File: src/hw/rtl/rhcc_pkg.sv
// Shared types and constants for the RGB/HSV color converter.
`timescale 1ns / 1ps
`default_nettype none

package rhcc_pkg;

    localparam int PIPE_DEPTH = 7;

    localparam logic REQ_TO_HSV = 1'b0;
    localparam logic REQ_TO_RGB = 1'b1;

    localparam logic [7:0] HUE_STEP  = 8'd43;
    localparam logic [7:0] HUE_GREEN = 8'd85;
    localparam logic [7:0] HUE_BLUE  = 8'd171;
    localparam logic [7:0] FULL      = 8'd255;
    localparam logic [7:0] REM_SCALE = 8'd6;

    localparam logic [7:0] HUE_B1 = 8'(1 * 43);
    localparam logic [7:0] HUE_B2 = 8'(2 * 43);
    localparam logic [7:0] HUE_B3 = 8'(3 * 43);
    localparam logic [7:0] HUE_B4 = 8'(4 * 43);
    localparam logic [7:0] HUE_B5 = 8'(5 * 43);

    localparam logic [1:0] SEL_R = 2'd0;
    localparam logic [1:0] SEL_G = 2'd1;
    localparam logic [1:0] SEL_B = 2'd2;

    localparam logic [2:0] SECTOR_0 = 3'd0;
    localparam logic [2:0] SECTOR_1 = 3'd1;
    localparam logic [2:0] SECTOR_2 = 3'd2;
    localparam logic [2:0] SECTOR_3 = 3'd3;
    localparam logic [2:0] SECTOR_4 = 3'd4;
    localparam logic [2:0] SECTOR_5 = 3'd5;

    typedef struct packed {
        logic       req_type;
        logic [7:0] chan_a;
        logic [7:0] chan_b;
        logic [7:0] chan_c;
    } t_req;

    typedef struct packed {
        logic [7:0] out_a;
        logic [7:0] out_b;
        logic [7:0] out_c;
    } t_res;

endpackage

`default_nettype wire

File: src/hw/rtl/rgb_hsv_color_converter.sv
// Pipelined RGB to HSV and HSV to RGB pixel converter.
`timescale 1ns / 1ps
`default_nettype none

// Converts one pixel of three 8-bit channels per clock, while i_stall is low,
// in either direction, selected per request by req_type. The pipeline has seven
// register stages, and throughput is one request per cycle while no
// backpressure holds it. The depth is set by the
// two restoring dividers (saturation and hue offset), which resolve two
// quotient bits per stage over four stages after the max/min and product
// stages. Backpressure on i_stall holds the output stage; empty stages still
// advance, so bubbles close up and o_stall rises only when every stage is full.
module rgb_hsv_color_converter (
    input  wire                  i_clk,
    input  wire                  i_rst_n,
    input  wire                  i_valid,
    output logic                 o_stall,
    input  rhcc_pkg::t_req       i_req,
    output logic                 o_valid,
    input  wire                  i_stall,
    output rhcc_pkg::t_res       o_res
);
    import rhcc_pkg::*;

    typedef struct packed {
        logic        dir;
        logic [7:0]  mx;
        logic [7:0]  dels;
        logic [1:0]  sel;
        logic        neg;
        logic [7:0]  mag;
        logic [15:0] divs;
        logic [15:0] divh;
        logic [7:0]  s;
        logic [7:0]  v;
        logic [2:0]  region;
        logic [7:0]  rem;
        logic [7:0]  ps;
        logic [7:0]  pt;
        logic [7:0]  p;
        logic [7:0]  q;
        logic [7:0]  t;
    } t_stage;

    function automatic logic [15:0] div_step(input logic [15:0] x, input logic [7:0] dv);
        logic [8:0] tr;
        logic [8:0] df;
        logic [15:0] res;
        tr = {x[15:8], x[7]};
        df = tr - {1'b0, dv};
        if (tr >= {1'b0, dv}) begin
            res = {df[7:0], x[6:0], 1'b1};
        end else begin
            res = {tr[7:0], x[6:0], 1'b0};
        end
        return res;
    endfunction

    function automatic logic [7:0] mul_hi(input logic [7:0] x, input logic [7:0] y);
        logic [15:0] pr;
        pr = {8'd0, x} * {8'd0, y};
        return pr[15:8];
    endfunction

    logic [PIPE_DEPTH-1:0] r_v;
    logic [PIPE_DEPTH-1:0] adv;
    t_stage                r_st [PIPE_DEPTH-1];
    t_stage                n_st [PIPE_DEPTH-1];
    t_res                  r_out;
    t_res                  n_out;

    logic [7:0] mx0;
    logic [7:0] mn0;
    logic [7:0] base43;
    logic [7:0] rd0;
    logic [7:0] hbase;
    logic [7:0] qs;
    logic [7:0] qh;

    // stall chain: a stage moves when it is empty or the next one moves
    always_comb begin
        adv[PIPE_DEPTH-1] = !r_v[PIPE_DEPTH-1] || !i_stall;
        for (int k = PIPE_DEPTH - 2; k >= 0; k--) begin
            adv[k] = !r_v[k] || adv[k+1];
        end
    end

    assign o_stall = !adv[0];
    assign o_valid = r_v[PIPE_DEPTH-1];
    assign o_res   = r_out;

    // stage 0: max/min, hue difference, sector and remainder
    always_comb begin
        n_st[0] = '0;
        n_st[0].dir = i_req.req_type;
        mx0 = i_req.chan_a;
        mn0 = i_req.chan_a;
        if (i_req.chan_b > mx0) mx0 = i_req.chan_b;
        if (i_req.chan_c > mx0) mx0 = i_req.chan_c;
        if (i_req.chan_b < mn0) mn0 = i_req.chan_b;
        if (i_req.chan_c < mn0) mn0 = i_req.chan_c;
        n_st[0].mx   = mx0;
        n_st[0].dels = mx0 - mn0;
        if (mx0 == i_req.chan_a) begin
            n_st[0].sel = SEL_R;
            n_st[0].neg = i_req.chan_c > i_req.chan_b;
            n_st[0].mag = (i_req.chan_c > i_req.chan_b) ? i_req.chan_c - i_req.chan_b
                                                        : i_req.chan_b - i_req.chan_c;
        end else if (mx0 == i_req.chan_b) begin
            n_st[0].sel = SEL_G;
            n_st[0].neg = i_req.chan_a > i_req.chan_c;
            n_st[0].mag = (i_req.chan_a > i_req.chan_c) ? i_req.chan_a - i_req.chan_c
                                                        : i_req.chan_c - i_req.chan_a;
        end else begin
            n_st[0].sel = SEL_B;
            n_st[0].neg = i_req.chan_b > i_req.chan_a;
            n_st[0].mag = (i_req.chan_b > i_req.chan_a) ? i_req.chan_b - i_req.chan_a
                                                        : i_req.chan_a - i_req.chan_b;
        end

        n_st[0].s = i_req.chan_b;
        n_st[0].v = i_req.chan_c;
        if (i_req.chan_a < HUE_B1) begin
            n_st[0].region = SECTOR_0;
            base43 = 8'd0;
        end else if (i_req.chan_a < HUE_B2) begin
            n_st[0].region = SECTOR_1;
            base43 = HUE_B1;
        end else if (i_req.chan_a < HUE_B3) begin
            n_st[0].region = SECTOR_2;
            base43 = HUE_B2;
        end else if (i_req.chan_a < HUE_B4) begin
            n_st[0].region = SECTOR_3;
            base43 = HUE_B3;
        end else if (i_req.chan_a < HUE_B5) begin
            n_st[0].region = SECTOR_4;
            base43 = HUE_B4;
        end else begin
            n_st[0].region = SECTOR_5;
            base43 = HUE_B5;
        end
        rd0 = i_req.chan_a - base43;
        n_st[0].rem = 8'({8'd0, rd0} * {8'd0, REM_SCALE});
    end

    // stage 1: dividends and first products
    always_comb begin
        n_st[1] = r_st[0];
        n_st[1].divs = {8'd0, r_st[0].dels} * {8'd0, FULL};
        n_st[1].divh = {8'd0, r_st[0].mag} * {8'd0, HUE_STEP};
        n_st[1].ps   = mul_hi(r_st[0].s, r_st[0].rem);
        n_st[1].pt   = mul_hi(r_st[0].s, FULL - r_st[0].rem);
        n_st[1].p    = mul_hi(r_st[0].v, FULL - r_st[0].s);
    end

    // stage 2: first two quotient bits, q and t levels
    always_comb begin
        n_st[2] = r_st[1];
        n_st[2].divs = div_step(div_step(r_st[1].divs, r_st[1].mx), r_st[1].mx);
        n_st[2].divh = div_step(div_step(r_st[1].divh, r_st[1].dels), r_st[1].dels);
        n_st[2].q    = mul_hi(r_st[1].v, FULL - r_st[1].ps);
        n_st[2].t    = mul_hi(r_st[1].v, FULL - r_st[1].pt);
    end

    // stages 3 to last-1: remaining quotient bits
    for (genvar k = 3; k < PIPE_DEPTH - 1; k++) begin : g_div
        always_comb begin
            n_st[k] = r_st[k-1];
            n_st[k].divs = div_step(div_step(r_st[k-1].divs, r_st[k-1].mx), r_st[k-1].mx);
            n_st[k].divh = div_step(div_step(r_st[k-1].divh, r_st[k-1].dels),
                                    r_st[k-1].dels);
        end
    end

    // output stage: hue, saturation and value assembly, or gray output and sector placement
    always_comb begin
        qs = r_st[PIPE_DEPTH-2].divs[7:0];
        qh = r_st[PIPE_DEPTH-2].divh[7:0];
        case (r_st[PIPE_DEPTH-2].sel)
            SEL_R:   hbase = 8'd0;
            SEL_G:   hbase = HUE_GREEN;
            default: hbase = HUE_BLUE;
        endcase
        n_out = '0;
        if (r_st[PIPE_DEPTH-2].dir == REQ_TO_HSV) begin
            n_out.out_c = r_st[PIPE_DEPTH-2].mx;
            if (r_st[PIPE_DEPTH-2].mx != 8'd0) begin
                n_out.out_b = qs;
                if (qs != 8'd0) begin
                    n_out.out_a = r_st[PIPE_DEPTH-2].neg ? hbase - qh : hbase + qh;
                end
            end
        end else if (r_st[PIPE_DEPTH-2].s == 8'd0) begin
            n_out.out_a = r_st[PIPE_DEPTH-2].v;
            n_out.out_b = r_st[PIPE_DEPTH-2].v;
            n_out.out_c = r_st[PIPE_DEPTH-2].v;
        end else begin
            case (r_st[PIPE_DEPTH-2].region)
                SECTOR_0: n_out = {r_st[PIPE_DEPTH-2].v, r_st[PIPE_DEPTH-2].t,
                                   r_st[PIPE_DEPTH-2].p};
                SECTOR_1: n_out = {r_st[PIPE_DEPTH-2].q, r_st[PIPE_DEPTH-2].v,
                                   r_st[PIPE_DEPTH-2].p};
                SECTOR_2: n_out = {r_st[PIPE_DEPTH-2].p, r_st[PIPE_DEPTH-2].v,
                                   r_st[PIPE_DEPTH-2].t};
                SECTOR_3: n_out = {r_st[PIPE_DEPTH-2].p, r_st[PIPE_DEPTH-2].q,
                                   r_st[PIPE_DEPTH-2].v};
                SECTOR_4: n_out = {r_st[PIPE_DEPTH-2].t, r_st[PIPE_DEPTH-2].p,
                                   r_st[PIPE_DEPTH-2].v};
                default:  n_out = {r_st[PIPE_DEPTH-2].v, r_st[PIPE_DEPTH-2].p,
                                   r_st[PIPE_DEPTH-2].q};
            endcase
        end
    end

    always_ff @(posedge i_clk) begin
        if (!i_rst_n) begin
            r_v <= '0;
        end else begin
            if (adv[0]) r_v[0] <= i_valid;
            for (int k = 1; k < PIPE_DEPTH; k++) begin
                if (adv[k]) r_v[k] <= r_v[k-1];
            end
        end
    end

    always_ff @(posedge i_clk) begin
        for (int k = 0; k < PIPE_DEPTH - 1; k++) begin
            if (adv[k]) r_st[k] <= n_st[k];
        end
        if (adv[PIPE_DEPTH-1]) r_out <= n_out;
    end

`ifndef SYNTHESIS
    a_stall_only_when_full: assert property (@(posedge i_clk) disable iff (!i_rst_n)
        o_stall |-> (&r_v) && i_stall)
        else $error("input stalled while the pipeline has room");

    a_valid_moves: assert property (@(posedge i_clk) disable iff (!i_rst_n)
        (r_v[0] && adv[1]) |=> r_v[1])
        else $error("request lost between first stages");

    a_sat_rem_bound: assert property (@(posedge i_clk) disable iff (!i_rst_n)
        (r_v[3] && r_st[3].dir == REQ_TO_HSV && r_st[3].mx != 8'd0)
            |-> r_st[3].divs[15:8] < r_st[3].mx)
        else $error("saturation divider remainder out of range");

    a_hue_rem_bound: assert property (@(posedge i_clk) disable iff (!i_rst_n)
        (r_v[3] && r_st[3].dir == REQ_TO_HSV && r_st[3].dels != 8'd0)
            |-> r_st[3].divh[15:8] < r_st[3].dels)
        else $error("hue divider remainder out of range");
`endif

endmodule

`default_nettype wire
File: config.mk
export PLATFORM = sky130hd
export DESIGN_NAME = rgb_hsv_color_converter
export DESIGN_NICKNAME = d
export VERILOG_FILES = /design/src/hw/rtl/rhcc_pkg.sv /design/src/hw/rtl/rgb_hsv_color_converter.sv
export SDC_FILE = /design/constraint.sdc
export NUM_CORES = 2
export LEC_CHECK = 0
export ABC_CLOCK_PERIOD_IN_PS = 6800
export BUFFER_PORTS_ARGS = -buffer_cell sky130_fd_sc_hd__buf_4
export CORE_ASPECT_RATIO = 1.1
export CORE_UTILIZATION = 55
export CTS_CLUSTER_DIAMETER = 80
export DETAILED_ROUTE_END_ITERATION = 10
export GPL_ROUTABILITY_DRIVEN = 0
export PLACE_DENSITY_LB_ADDON = 0.08
export SLEW_MARGIN = 20
export SYNTH_ARGS = -nofsm -noshare
export SYNTH_HDL_FRONTEND = slang
export SYNTH_SLANG_ARGS = --single-unit
File: constraint.sdc
create_clock -name i_clk -period 6.8 [get_ports i_clk]
set_clock_uncertainty 0.1 [all_clocks]
set_input_delay 1.36 -clock i_clk [delete_from_list [all_inputs] [get_ports i_clk]]
set_output_delay 1.36 -clock i_clk [all_outputs]
set_load 0.005 [all_outputs]
==> flow_results.org <==
** Floorplan
- The die is 281 um tall.
- The initialized floorplan defines 102 standard-cell rows.
- Full die area :: 72000 sq um
- For this configuration, the core starts out at a cell density of 55.5%.
- After floorplanning, the core was sized to cover 70300 sq um.
- Top-level port count :: 55
- Width of the chip :: 256 um

** Setup path
- Start-to-end type of the worst setup path :: input port to flip-flop
- STA classifies the critical path endpoint as a flip-flop.
- The signal on the critical path passes through buf_4 > inv_1 > ha_1 > a21oi_1 > o21ai_0 > o22ai_2 > mux2i_1 > ha_1 > a21oi_1 > o21ai_0 > o21ai_0 > o41ai_2 > a31o_1 > buf_4 > a211oi_1 > a211oi_1 > nand4b_1 > nor4_2 > buf_4 > mux2_2 > mux2i_1.
- In this run the register-to-register setup slack is 630 ps.
- FF-to-FF path depth :: 25
- The worst setup path is launched from an input port.
- For the worst setup path, the data required time is 7150 ps.
- The endpoint identified for the worst register-to-register timing path is r_st[2][94]$_DFFE_PP_.
- CP max-delay cell :: o22ai_2
- Maximum net fanout on the critical path :: 15
- The critical path contains buffers and inverters numbering 4 combined.
- Cell type group with the largest total delay on the critical path :: compound AO/OA/AOI/OAI gates
- At the worst endpoint, the arrival time is 6870 ps.
- On the worst path, the slowest cell contributes a delay of 630 ps.
- Worst reg2reg startpoint :: r_st[1][119]$_DFFE_PP_

** Timing
- Tightest slew margin relative to the limit :: 27.9%
- Setup repair after global routing left no endpoint under its margin.
- In the finished design, the share of the clock period the worst path needs comes to 95.8%.
- Final hold violation count :: 0
- Worst-margin pin slew :: 1080 ps
- Setup violations remaining at the end of the flow were counted as 0.
- Final critical path time including I/O delays and setup :: 6510 ps
- The max-slew violation total from the final report was 0.
- Fmax :: 154 MHz

** GRT
- Via count of the first global-routing pass :: 26400
- The first global-routing pass estimated 133000 um of wire.
- GRT Residual Overflow :: 0
- For this run, the total global-route usage over all layers was measured as 22.9%.
- The number of antenna violations at the first check in global routing was 0.
- Maximum number of pins on one net before global-route repair :: 72

** Synth
- Ranked by total cell area, the synthesized netlist is headed by edfxtp_1 40%, ha_1 14%, fa_1 12%.
- In this run the cell area of the synthesized design comes to 39000 sq um.
- Sequential elements use 40.6% of the synthesized area.
- Counting flops with an async set or reset pin after synthesis yields a share of 0%.
- In the synthesized netlist the dominant register cell turns out to be edfxtp_1.
- Yosys top cell area share :: 40.3%
- The synthesized design spends more area on one cell type than any other, namely edfxtp_1.
- A synthesized cell averages 11.3 sq um.
- The number of different library cells used by synthesis comes to 83.
- Mapped Cells :: 3465
- Counting flops with a built-in enable in the synthesized netlist gives 523.
- After synthesis the netlist holds a flip-flop and latch count of 530.
- Counting every net in the synthesized netlist gives 4170.
- During synthesis, Yosys emitted a total of 0 warnings.

** Routing
- Summing over every cut layer, the via total after detailed routing is 25200.
- Number of antenna-violating nets in the routed design :: 0
- The pre-antenna-repair detailed-routing pass consisted of 7 iterations.
- Wire length after detailed routing :: 81200 um
- First-iteration detailed-routing DRC count :: 1461
- In the routed design, unresolved DRC markers number 0.
- Detail-routed net length per standard cell :: 18.0 um
- Via density per instance :: 5.56

** Finish
- N_diodes :: 0
- Relative to the synthesized area, the layout overhead comes to 8.87%.
- Multi-input gate area :: 21000 sq um
- Fraction of final layout cells sized beyond drive strength 1 :: 8.06%
- Commonest cells after routing, fill and taps aside :: 523 x edfxtp_1, 506 x inv_1, 445 x ha_1, 231 x fa_1, 169 x nor2b_1
- Area taken by flip-flops and latches :: 15800 sq um
- After the last flow step, the layout net total stands at 4246.
- Count of fill cells added during filler insertion :: 5636
- Leaving out fill and tap cells, the most frequent cell in the layout is edfxtp_1.
- Once layout is complete, the cells apart from fillers number 4521.

** Clocking
- Total number of H-tree levels :: 2
- Clock tree sinks :: 530
- Post-CTS Setup Inserts :: 0
- Clock buffer count from CTS :: 57
- Clock tree root buffer cell :: clkbuf_16
- Post-CTS repair changed the size of 0 cells.
- The longest clock path from root to sink contains 3 buffers.
- TritonCTS built the clock tree.
- Clock-pin slew was measured on the worst setup and hold paths at 60 ps.
- Buffers inserted to repair hold after CTS numbered 0.
- Worst skew pair latency :: 610 ps

** Placed design
- During placement, the flow inserted port buffers numbering 54.
- Placed Instances :: 4418
- Detailed placement ended at an HPWL of 62300 um.

** Job
- The tool flagged a number of max-cap violations equal to 0.

** Hold path
- The startpoint identified for the worst hold timing path is r_st[4][12]$_DFFE_PP_.
- Number of stages on the worst hold path :: 0
- The worst hold path belongs to the class flip-flop to flip-flop.
- For hold timing, the worst endpoint is r_st[5][12]$_DFFE_PP_.

** Status
- The run finished with clean final reports.
## area by class of cell
cell class / count / area share [%]
clock inverter: 39 / 1.01
timing repair buffer: 92 / 1.63
tap: 936 / 2.76
clock buffer: 64 / 3.42
inverter: 512 / 4.53
multi-input combinational: 2348 / 49.4
sequential: 530 / 37.3
## per-stage QoR
step	instance area (sq um)	setup WS (ps)	util (%)	TNS (ps)	hold slack, ps
after floorplan	39000	408	-	0	300
after global placement	40600	153	57.7	0	301
after detailed placement	40600	-146	57.7	-923	305
after CTS	42500	488	60.4	0	312
after global routing	42500	52.8	60.4	0	316
final	42500	287	60.4	0	311
## worst max path at each step
| stage | cells past startpoint | from | slack [ps] | endpoint |
|---|---|---|---|---|
| after floorplan | 22 | i_req[22] | 410 | r_st[0][117]$_DFFE_PN_ |
| after global placement | 21 | i_req[13] | 150 | r_st[0][104]$_DFFE_PN_ |
| after detailed placement | 21 | i_req[23] | -150 | r_st[0][99]$_DFFE_PN_ |
| after CTS | 21 | i_req[23] | 490 | r_st[0][99]$_DFFE_PN_ |
| after global routing | 21 | i_req[23] | 50 | r_st[0][99]$_DFFE_PN_ |
| final | 21 | i_req[23] | 290 | r_st[0][99]$_DFFE_PN_ |
## cells in the mapped netlist (8+ instances only)
library cell	count
edfxtp_1	523
inv_1	509
ha_1	445
fa_1	231
nand2_1	169
nor2b_1	169
o21ai_0	154
nand2b_1	148
nor2_1	146
a21oi_1	144
xnor2_1	118
mux2_2	72
clkbuf_1	65
a21o_1	59
xor2_1	58
and2_1	46
mux2i_1	44
nand4_1	30
a21boi_0	27
a22o_1	25
nand3_1	22
o22ai_1	21
o21bai_1	20
o21a_1	18
a31oi_1	16
and3_1	15
nor3_1	15
o211ai_1	13
o31ai_1	11
a22oi_1	8
nor4_1	8
## flip-flops by register name, indices dropped and copies added (netlist names)
name / count
r_v: 7
o_res: 24
r_st: 499
## kinds of logic after synthesis
| kind of cell | share of synthesized area (%) |
|---|---|
| multiplexers | 3.21 |
| AND/OR/NAND/NOR | 10.9 |
| XOR/XNOR | 3.95 |
| buffers and inverters | 5.71 |
| adder cells (fa/ha/maj) | 26.2 |
| flip-flops | 40.6 |
| AO/OA/AOI/OAI | 9.43 |
## routing by layer
metal / part of all wire, % / vias to the layer above / track usage (%)
met5: 0 / - / 0
li1: - / 12100 / -
met3: 5.1 / 241 / 3.19
met4: 4.4 / 0 / 10.0
met1: 43 / 12200 / 29.0
met2: 48 / 682 / 39.4
Power is not shown: default switching activity piles up to over one toggle a cycle in this logic, so the estimate is an artifact.
